File: src/sv/expression_language_tokenizer_assert.svh
// ----------------------------------------------------------------------------
// expression_language_tokenizer assertion macros
// Clocked property checks used by the tokenizer RTL, empty under synthesis.
// ----------------------------------------------------------------------------
`ifndef EXPRESSION_LANGUAGE_TOKENIZER_ASSERT_SVH
`define EXPRESSION_LANGUAGE_TOKENIZER_ASSERT_SVH

`ifndef SYNTHESIS

// property holds at every clock edge outside reset
`define ELT_ASSERT(lbl, clk, rst_n, prop, msg) \
	lbl: assert property (@(posedge clk) disable iff (!rst_n) prop) else $error(msg);

// expression is never true outside reset
`define ELT_NEVER(lbl, clk, rst_n, expr, msg) \
	lbl: assert property (@(posedge clk) disable iff (!rst_n) !(expr)) else $error(msg);

`else

`define ELT_ASSERT(lbl, clk, rst_n, prop, msg)
`define ELT_NEVER(lbl, clk, rst_n, expr, msg)

`endif

`endif

File: src/sv/elt_pkg.sv
// ----------------------------------------------------------------------------
// elt_pkg
// Types, codes, constants and character-class helpers of the tokenizer.
// ----------------------------------------------------------------------------
package elt_pkg;

	localparam int NAME_CHARS_DEF = 8;
	localparam int INDEX_BITS_DEF = 16;

	localparam logic [30:0] NUMBER_MAX = 31'h7FFF_FFFF;

	// keywords packed first byte lowest
	localparam logic [63:0] WORD_PRINT = 64'h0000_0074_6E69_7270;
	localparam logic [63:0] WORD_WHILE = 64'h0000_0065_6C69_6877;
	localparam logic [63:0] WORD_IF    = 64'h0000_0000_0000_6669;

	localparam logic [7:0] CH_EQUALS = 8'h3D;
	localparam logic [7:0] CH_PLUS   = 8'h2B;
	localparam logic [7:0] CH_MINUS  = 8'h2D;
	localparam logic [7:0] CH_STAR   = 8'h2A;
	localparam logic [7:0] CH_SLASH  = 8'h2F;
	localparam logic [7:0] CH_GT     = 8'h3E;
	localparam logic [7:0] CH_LT     = 8'h3C;
	localparam logic [7:0] CH_LPAREN = 8'h28;
	localparam logic [7:0] CH_RPAREN = 8'h29;
	localparam logic [7:0] CH_LBRACE = 8'h7B;
	localparam logic [7:0] CH_RBRACE = 8'h7D;
	localparam logic [7:0] CH_SPACE  = 8'h20;

	typedef enum logic [4:0] {
		TK_NUM    = 5'd0,
		TK_IDENT  = 5'd1,
		TK_PLUS   = 5'd2,
		TK_MINUS  = 5'd3,
		TK_STAR   = 5'd4,
		TK_SLASH  = 5'd5,
		TK_EQ     = 5'd6,
		TK_EQEQ   = 5'd7,
		TK_GT     = 5'd8,
		TK_LT     = 5'd9,
		TK_PRINT  = 5'd10,
		TK_WHILE  = 5'd11,
		TK_IF     = 5'd12,
		TK_LBRACE = 5'd13,
		TK_RBRACE = 5'd14,
		TK_LPAREN = 5'd15,
		TK_RPAREN = 5'd16,
		TK_EOF    = 5'd17,
		TK_ERROR  = 5'd18
	} tok_kind_t;

	typedef enum logic [1:0] {
		ERR_NONE       = 2'd0,
		ERR_UNEXPECTED = 2'd1,
		ERR_TOO_LONG   = 2'd2
	} err_code_t;

	typedef enum logic [4:0] {
		MODE_IDLE = 5'b00001,
		MODE_WORD = 5'b00010,
		MODE_NUM  = 5'b00100,
		MODE_EQ   = 5'b01000,
		MODE_ERR  = 5'b10000
	} scan_mode_t;

	typedef struct packed {
		tok_kind_t   kind;
		logic [30:0] num;
		logic [63:0] name;
		logic [3:0]  nlen;
		err_code_t   err;
		logic [7:0]  off;
		logic [15:0] idx;
	} token_t;

	function automatic logic is_alpha(input logic [7:0] c);
		return (c >= 8'h61 && c <= 8'h7A) || (c >= 8'h41 && c <= 8'h5A);
	endfunction

	function automatic logic is_digit(input logic [7:0] c);
		return c >= 8'h30 && c <= 8'h39;
	endfunction

	function automatic logic is_space(input logic [7:0] c);
		return c == CH_SPACE || (c >= 8'h09 && c <= 8'h0D);
	endfunction

	function automatic token_t plain_token(input tok_kind_t kind);
		token_t t;
		t      = '0;
		t.kind = kind;
		return t;
	endfunction

	// keyword or identifier at the end of a letter-digit run
	function automatic token_t word_token(input logic [63:0] buf_v, input logic [3:0] len);
		token_t t;
		t = '0;
		if (len == 4'd5 && buf_v == WORD_PRINT) begin
			t.kind = TK_PRINT;
		end else if (len == 4'd5 && buf_v == WORD_WHILE) begin
			t.kind = TK_WHILE;
		end else if (len == 4'd2 && buf_v == WORD_IF) begin
			t.kind = TK_IF;
		end else begin
			t.kind = TK_IDENT;
			t.name = buf_v;
			t.nlen = len;
		end
		return t;
	endfunction

	// single-byte operators and brackets, error for anything else
	function automatic tok_kind_t symbol_kind(input logic [7:0] c);
		tok_kind_t k;
		unique case (c)
			CH_PLUS:   k = TK_PLUS;
			CH_MINUS:  k = TK_MINUS;
			CH_STAR:   k = TK_STAR;
			CH_SLASH:  k = TK_SLASH;
			CH_GT:     k = TK_GT;
			CH_LT:     k = TK_LT;
			CH_LPAREN: k = TK_LPAREN;
			CH_RPAREN: k = TK_RPAREN;
			CH_LBRACE: k = TK_LBRACE;
			CH_RBRACE: k = TK_RBRACE;
			default:   k = TK_ERROR;
		endcase
		return k;
	endfunction

endpackage

File: src/sv/expression_language_tokenizer.sv
// ----------------------------------------------------------------------------
// expression_language_tokenizer
// Byte-stream lexer for a small expression language, one token per beat out.
// ----------------------------------------------------------------------------
// Source bytes enter one per beat with is_last on the final byte of a text;
// tokens leave one per beat with a running index and last_of_run set on the
// final token a byte produced. A byte is registered, then one pass of logic
// against the scanner state builds all of its tokens (zero to three) into a
// small result queue. A byte that yields at most one token moves through
// without holding the input unless the output stalls; a byte yielding more
// holds the input while the result queue drains, one token per output beat.
// After the end-of-file token the scanner and token count return to their
// reset values.
`include "expression_language_tokenizer_assert.svh"

module expression_language_tokenizer #(
	parameter int NAME_CHARS = elt_pkg::NAME_CHARS_DEF,
	parameter int INDEX_BITS = elt_pkg::INDEX_BITS_DEF
) (
	input  logic        clk,
	input  logic        arst_n,
	input  logic        in_valid,
	output logic        in_stall,
	input  logic [7:0]  input_char,
	input  logic        is_last,
	output logic        out_valid,
	input  logic        out_stall,
	output logic [4:0]  token_kind,
	output logic [30:0] number_value,
	output logic [63:0] name_chars,
	output logic [3:0]  name_length,
	output logic [1:0]  error_code,
	output logic [7:0]  offending_char,
	output logic [15:0] token_index,
	output logic        last_of_run
);
	import elt_pkg::*;

	localparam logic [INDEX_BITS-1:0] INDEX_MAX = {INDEX_BITS{1'b1}};

	logic                  valid_s1;
	logic [7:0]            char_s1;
	logic                  last_s1;

	token_t                tok_s2 [3];
	logic [1:0]            rem_s2;

	scan_mode_t            mode_q;
	logic [63:0]           wbuf_q;
	logic [3:0]            wlen_q;
	logic [30:0]           acc_q;
	logic [INDEX_BITS-1:0] cnt_q;

	scan_mode_t            mode_d;
	logic [63:0]           wbuf_d;
	logic [3:0]            wlen_d;
	logic [30:0]           acc_d;
	logic [INDEX_BITS-1:0] cnt_d;
	logic [INDEX_BITS-1:0] cnt_run;

	token_t                cand [4];
	logic [3:0]            cand_v;
	token_t                tok_d [3];
	logic [1:0]            n_d;
	logic                  handled;
	tok_kind_t             sym;

	logic [34:0]           acc_sum;
	logic [30:0]           acc_inc;

	logic                  in_fire;
	logic                  out_fire;
	logic                  s2_free;
	logic                  adv;

	assign out_valid = rem_s2 != 2'd0;
	assign out_fire  = out_valid & ~out_stall;
	assign s2_free   = (rem_s2 == 2'd0) | ((rem_s2 == 2'd1) & out_fire);
	assign adv       = valid_s1 & s2_free;
	assign in_stall  = valid_s1 & ~s2_free;
	assign in_fire   = in_valid & ~in_stall;

	// saturating acc * 10 + digit
	assign acc_sum = {1'b0, acc_q, 3'b000} + {3'b000, acc_q, 1'b0} + {31'd0, char_s1[3:0]};
	assign acc_inc = (acc_sum > {4'd0, NUMBER_MAX}) ? NUMBER_MAX : acc_sum[30:0];

	assign sym = symbol_kind(char_s1);

	always_comb begin
		mode_d  = mode_q;
		wbuf_d  = wbuf_q;
		wlen_d  = wlen_q;
		acc_d   = acc_q;
		handled = 1'b0;
		cand_v  = '0;
		for (int i = 0; i < 4; i++) begin
			cand[i] = '0;
		end

		// finish or extend the pending token
		unique case (mode_q)
			MODE_WORD: begin
				if (is_alpha(char_s1) || is_digit(char_s1)) begin
					handled = 1'b1;
					if (32'(wlen_q) >= NAME_CHARS) begin
						cand[0]     = plain_token(TK_ERROR);
						cand[0].err = ERR_TOO_LONG;
						cand_v[0]   = 1'b1;
						wbuf_d      = '0;
						wlen_d      = '0;
						mode_d      = MODE_ERR;
					end else begin
						wbuf_d[8*wlen_q[2:0] +: 8] = char_s1;
						wlen_d                     = wlen_q + 4'd1;
					end
				end else begin
					cand[0]   = word_token(wbuf_q, wlen_q);
					cand_v[0] = 1'b1;
					wbuf_d    = '0;
					wlen_d    = '0;
					mode_d    = MODE_IDLE;
				end
			end
			MODE_NUM: begin
				if (is_digit(char_s1)) begin
					handled = 1'b1;
					acc_d   = acc_inc;
				end else begin
					cand[0]     = plain_token(TK_NUM);
					cand[0].num = acc_q;
					cand_v[0]   = 1'b1;
					acc_d       = '0;
					mode_d      = MODE_IDLE;
				end
			end
			MODE_EQ: begin
				mode_d    = MODE_IDLE;
				cand_v[0] = 1'b1;
				if (char_s1 == CH_EQUALS) begin
					handled = 1'b1;
					cand[0] = plain_token(TK_EQEQ);
				end else begin
					cand[0] = plain_token(TK_EQ);
				end
			end
			MODE_ERR: begin
				handled = 1'b1;
			end
			MODE_IDLE: begin
				mode_d = MODE_IDLE;
			end
			default: begin
				mode_d = MODE_IDLE;
			end
		endcase

		// byte that starts something new
		if (!handled) begin
			if (is_alpha(char_s1)) begin
				mode_d = MODE_WORD;
				wbuf_d = {56'd0, char_s1};
				wlen_d = 4'd1;
			end else if (is_digit(char_s1)) begin
				mode_d = MODE_NUM;
				acc_d  = {27'd0, char_s1[3:0]};
			end else if (is_space(char_s1)) begin
				mode_d = mode_d;
			end else if (char_s1 == CH_EQUALS) begin
				mode_d = MODE_EQ;
			end else begin
				cand[1]   = plain_token(sym);
				cand_v[1] = 1'b1;
				if (sym == TK_ERROR) begin
					cand[1].err = ERR_UNEXPECTED;
					cand[1].off = char_s1;
					mode_d      = MODE_ERR;
				end
			end
		end

		// end of text: flush, eof, back to reset state
		if (last_s1) begin
			unique case (mode_d)
				MODE_WORD: begin
					cand[2]   = word_token(wbuf_d, wlen_d);
					cand_v[2] = 1'b1;
				end
				MODE_NUM: begin
					cand[2]     = plain_token(TK_NUM);
					cand[2].num = acc_d;
					cand_v[2]   = 1'b1;
				end
				MODE_EQ: begin
					cand[2]   = plain_token(TK_EQ);
					cand_v[2] = 1'b1;
				end
				default: begin
					cand_v[2] = 1'b0;
				end
			endcase
			cand[3]   = plain_token(TK_EOF);
			cand_v[3] = 1'b1;
			mode_d    = MODE_IDLE;
			wbuf_d    = '0;
			wlen_d    = '0;
			acc_d     = '0;
		end

		// pack tokens in order and number them
		n_d     = '0;
		cnt_run = cnt_q;
		for (int i = 0; i < 3; i++) begin
			tok_d[i] = '0;
		end
		for (int i = 0; i < 4; i++) begin
			if (cand_v[i]) begin
				tok_d[n_d]     = cand[i];
				tok_d[n_d].idx = 16'(cnt_run);
				n_d            = n_d + 2'd1;
				if (cand[i].kind != TK_EOF && cnt_run != INDEX_MAX) begin
					cnt_run = cnt_run + 1'b1;
				end
			end
		end
		cnt_d = last_s1 ? '0 : cnt_run;
	end

	always_ff @(posedge clk or negedge arst_n) begin
		if (!arst_n) begin
			valid_s1 <= 1'b0;
		end else begin
			valid_s1 <= in_fire | (valid_s1 & ~adv);
		end
	end

	always_ff @(posedge clk) begin
		if (in_fire) begin
			char_s1 <= input_char;
			last_s1 <= is_last;
		end
	end

	always_ff @(posedge clk or negedge arst_n) begin
		if (!arst_n) begin
			rem_s2 <= '0;
			mode_q <= MODE_IDLE;
			wbuf_q <= '0;
			wlen_q <= '0;
			acc_q  <= '0;
			cnt_q  <= '0;
		end else if (adv) begin
			rem_s2 <= n_d;
			mode_q <= mode_d;
			wbuf_q <= wbuf_d;
			wlen_q <= wlen_d;
			acc_q  <= acc_d;
			cnt_q  <= cnt_d;
		end else if (out_fire) begin
			rem_s2 <= rem_s2 - 2'd1;
		end
	end

	// result queue, head always in slot zero
	always_ff @(posedge clk) begin
		if (adv) begin
			tok_s2 <= tok_d;
		end else if (out_fire) begin
			tok_s2[0] <= tok_s2[1];
			tok_s2[1] <= tok_s2[2];
		end
	end

	assign token_kind     = tok_s2[0].kind;
	assign number_value   = tok_s2[0].num;
	assign name_chars     = tok_s2[0].name;
	assign name_length    = tok_s2[0].nlen;
	assign error_code     = tok_s2[0].err;
	assign offending_char = tok_s2[0].off;
	assign token_index    = tok_s2[0].idx;
	assign last_of_run    = rem_s2 == 2'd1;

	`ELT_ASSERT(a_eof_ends_run, clk, arst_n, (out_valid && token_kind == TK_EOF) |-> last_of_run, "eof is not the last token of its beat")
	`ELT_ASSERT(a_text_end_resets, clk, arst_n, (adv && last_s1) |=> (cnt_q == '0 && mode_q == MODE_IDLE && wlen_q == 4'd0), "scanner not reset after end of text")
	`ELT_NEVER(a_err_mode_silent, clk, arst_n, adv && mode_q == MODE_ERR && n_d != {1'b0, last_s1}, "error mode produced a token other than eof")
	`ELT_NEVER(a_word_len_bound, clk, arst_n, 32'(wlen_q) > NAME_CHARS, "word length beyond name limit")
	`ELT_NEVER(a_stall_needs_byte, clk, arst_n, in_stall && !valid_s1, "input stalled with no byte held")

endmodule

File: config.mk
export PLATFORM = sky130hd
export DESIGN_NAME = expression_language_tokenizer
export DESIGN_NICKNAME = d
export VERILOG_FILES = /design/src/sv/elt_pkg.sv /design/src/sv/expression_language_tokenizer.sv
export VERILOG_INCLUDE_DIRS = /design/src /design/src/sv
export SDC_FILE = /design/constraint.sdc
export NUM_CORES = 1
export LEC_CHECK = 0
export BUFFER_PORTS_ARGS = -buffer_cell sky130_fd_sc_hd__buf_2
export CAP_MARGIN = 5
export CELL_PAD_IN_SITES_DETAIL_PLACEMENT = 1
export CELL_PAD_IN_SITES_GLOBAL_PLACEMENT = 1
export CORE_MARGIN = 4
export CORE_UTILIZATION = 53
export DETAILED_ROUTE_END_ITERATION = 7
export PLACE_DENSITY_LB_ADDON = 0.1
export SLEW_MARGIN = 30
export SYNTH_ARGS = -nofsm -noshare
export SYNTH_HDL_FRONTEND = slang
export SYNTH_SLANG_ARGS = --single-unit
File: constraint.sdc
create_clock -name clk -period 37.7 [get_ports clk]
set_clock_uncertainty 0.15 [all_clocks]
set_input_delay 9.425 -clock clk [delete_from_list [all_inputs] [get_ports clk]]
set_output_delay 9.425 -clock clk [all_outputs]
set_load 0.005 [all_outputs]
==> run_results.csv <==
group,metric,value,unit
die,core,51820,sq um
synthesis,ys_top_cells_by_area,"edfxtp_1 (42%), dfrtp_1 (11%), o21ai_0 (6.3%)",
pwr,ir_worst_vdd,97.88,uV
route,ant_nets,0,
place,port_buffers,145,
route,via_count,23404,
die,io_pins,146,
place,place_area,28350,sq um
timing,fin_ws,18.08,ns
synthesis,synth_area,27980,sq um
die,die_w,237.8,um
worst_setup_path,startpoint_type,"input pin",
timing,tns,0,ns
route,routed_wl,97730,um
worst_setup_path,cp-end-kind,"output port",
clock_tree,clk_latency,0.61,ns
synthesis,synth_seq_cells,511,
worst_hold_path,hold_class,"reg -> reg",
finish,nNetsFinal,2812,
synthesis,synth_enable_flop_cells,388,
place,dpl.cell_count,3341,
clock_tree,ctsHoldBuffers,0,
finish,num_antenna_cells,0,
synthesis,syn_area_per_cell,10.09,sq um
timing,rsz0062_at_grt,"false",
global_route,grt_pass1_vias,24139,
die,die_h,237.8,um
route,post-route-drc-count,0,
route,first_iter_violations,2580,
finish,area_delta_synth_final,8.178,%
finish,drive_gt1_share,12.31,%
timing,period_needed,19.62,ns
finish,fill_cells,5630,
global_route,antenna_found_initial,0,
finish,fin_area,30270,sq um
global_route,track_usage,33.74,%
timing,finalHoldViolCount,0,
pwr,leakage,11.67,nW
synthesis,ys_warn_count,0,
synthesis,yosys_most_used_dff,"edfxtp_1",
clock_tree,htree_num_levels,2,
finish,layout.cells.non_filler,3441,
synthesis,synth.largest_area_cell,"edfxtp_1",
die,num_rows,83,
die,die_area,56540,sq um
clock_tree,cts_made_buffers,54,
route,dr.pass1.iters,5,
global_route,grt_pass1_wl,148900,um
global_route,grt_max_degree,124,
timing,tightest_slew,1.016,ns
worst_setup_path,crit_type,"in -> out",
clock_tree,ctsResizeCount,0,
worst_hold_path,worstHoldPathCells,2,
synthesis,synth_cells,2773,
worst_setup_path,cp.arrival,10.05,ns
clock_tree,clk_pin_slew_worst_paths,0.06,ns
outcome,status,"complete, no violations",
synthesis,ys_seq_area_share,52.64,%
pwr,power_density,78.63,nW/um^2
timing,relSlewSlack,31.73,%
timing,slew_viol_final,0,
clock_tree,cts_buffer_depth,3,
synthesis,synth_common_cells,"edfxtp_1 (388), o21ai_0 (351), nand2_1 (336)",
clock_tree,cts-root-buf,"clkbuf_16",
timing,fmaxAchievable,50.96,MHz
synthesis,synth_top_area_share,41.63,%
clock_tree,cts_sinks,511,
worst_setup_path,required,28.12,ns
synthesis,yosysMostFrequentCell,"edfxtp_1",
timing,fin_crit_sh,52.05,%
route,wl_per_cell,28.40,um
place,place_congestion,0.9726,
worst_setup_path,cp_max_fo,3,
route,detail_route.vias_per_cell,6.802,
synthesis,syn-num-nets,2868,
place,dp_worst_setup_slack,18.06,ns
die,start_util,54.00,%
worst_setup_path,reg2reg_depth,18,
synthesis,netlist-cell-type-count,97,
clock_tree,postCtsSetupBuffers,0,
clock_tree,cts_tree,"done",
timing,setup-violations-final,0,
global_route,grt_remaining_overflow,0,
place,dp_hpwl,63430,um
synthesis,synthArstFlopShare,24.07,%
flow_run,maxCapViolCount,0,
==> cell type report <==
cell class / count / area, sq um / share of cell area (%)
sequential: 511 / 14730 / 48.66
multi-input combinational: 1908 / 11510 / 38.03
clock buffer: 77 / 1538 / 5.080
timing repair buffer: 190 / 1090 / 3.600
tap: 680 / 850.8 / 2.810
clock inverter: 23 / 350.3 / 1.157
inverter: 52 / 200.2 / 0.6613
==> power by group <==
part	switching, mW	internal, mW
logic	0.575	0.236
registers	0.0789	0.917
clock network	0.233	0.340
total	0.887	1.49
==> flip-flops by register name (all words and copies together) (netlist names) <==
register and count:
number_value 31, rem_s2 2, mode_q 5, cnt_q 16, name_length 4, offending_char 8, tok_s2 249, last_s1 1
name_chars 64, token_index 16, valid_s1 1, error_code 2, wlen_q 4, wbuf_q 64, token_kind 5, char_s1 8
acc_q 31
==> cells by family (layout without fill, tap and decap cells) <==
family / after synthesis / count (layout) / synth area share (%)
compound gates: 881 / 881 / 20.60
xor+xnor: 42 / 42 / 1.315
fa+ha+maj: 82 / 82 / 3.720
buf+inv: 354 / 342 / 6.555
flops: 511 / 511 / 52.64
mux: 3 / 3 / 0.1252
simple gates: 900 / 900 / 15.05
==> metrics by stage <==
| stage | total power, mW | util, % | hold WS [ns] |
|---|---|---|---|
| finish | 2.380 | 58.42 | 0.3614 |
| global route | 2.493 | 58.42 | 0.3866 |
| CTS | 2.379 | 58.35 | 0.3639 |
| detailed placement | 1.795 | 54.71 | 0.3552 |
| global placement | 1.749 | 54.67 | 0.3485 |
| floorplan | 1.650 | - | 0.3298 |
==> cell usage in the layout, fill, tap and decap left out, drive strengths merged, types with 9 or more instances in the layout <==
master,Yosys,final
nor3,56,56
nand3,63,63
xor2,14,14
or2,10,10
dfrtp,122,122
nand2b,9,9
clkinv,0,9
and3,22,22
edfxtp,388,388
o22ai,23,23
a32o,11,11
nor4,31,31
ha,80,80
o21a,13,13
nand2,337,337
o21ai,360,360
nor2,237,237
a31oi,15,15
a22o,45,45
and2,32,32
nand4,28,28
a221oi,9,9
buf,149,190
nor2b,21,21
a211oi,11,11
xnor2,28,28
o221ai,15,15
inv,52,55
or3,10,10
clkbuf,153,77
a22oi,114,114
o211ai,11,11
a21boi,11,11
a21o,27,27
a221o,17,17
a21oi,107,107
and4,10,10
==> layer usage <==
metal	vias to the layer above	part of all wire, %	GRT usage (%)
met5	-	0	0
met4	0	2.8	9.713
met3	190	8.2	6.091
met2	1070	47	54.26
met1	12004	42	47.39
li1	10140	-	-
==> path summary, 6_finish.rpt <==
path,startpoint,end,slack (ns)
worst max-delay path,out_stall,in_stall,18.08
worst min-delay path,mode_q[0]$_DFFE_PN1P_,mode_q[0]$_DFFE_PN1P_,0.36
worst max register to register,char_s1[4]$_DFFE_PP_,token_index[2]$_DFFE_PP_,29.96
worst min register to register,mode_q[0]$_DFFE_PN1P_,mode_q[0]$_DFFE_PN1P_,0.36
max in group asynchronous,arst_n,wbuf_q[46]$_DFFE_PN0P_,27.22
min in group asynchronous,arst_n,cnt_q[14]$_DFFE_PN0P_,8.72
==> critical path, cell delays in order <==
cell and delay (ns):
buf_2 0.12, inv_1 0.04, a21oi_1 0.19, nand2_1 0.11
inv_1 0.06, buf_2 0.10
Power figures use the tool's default switching activity.
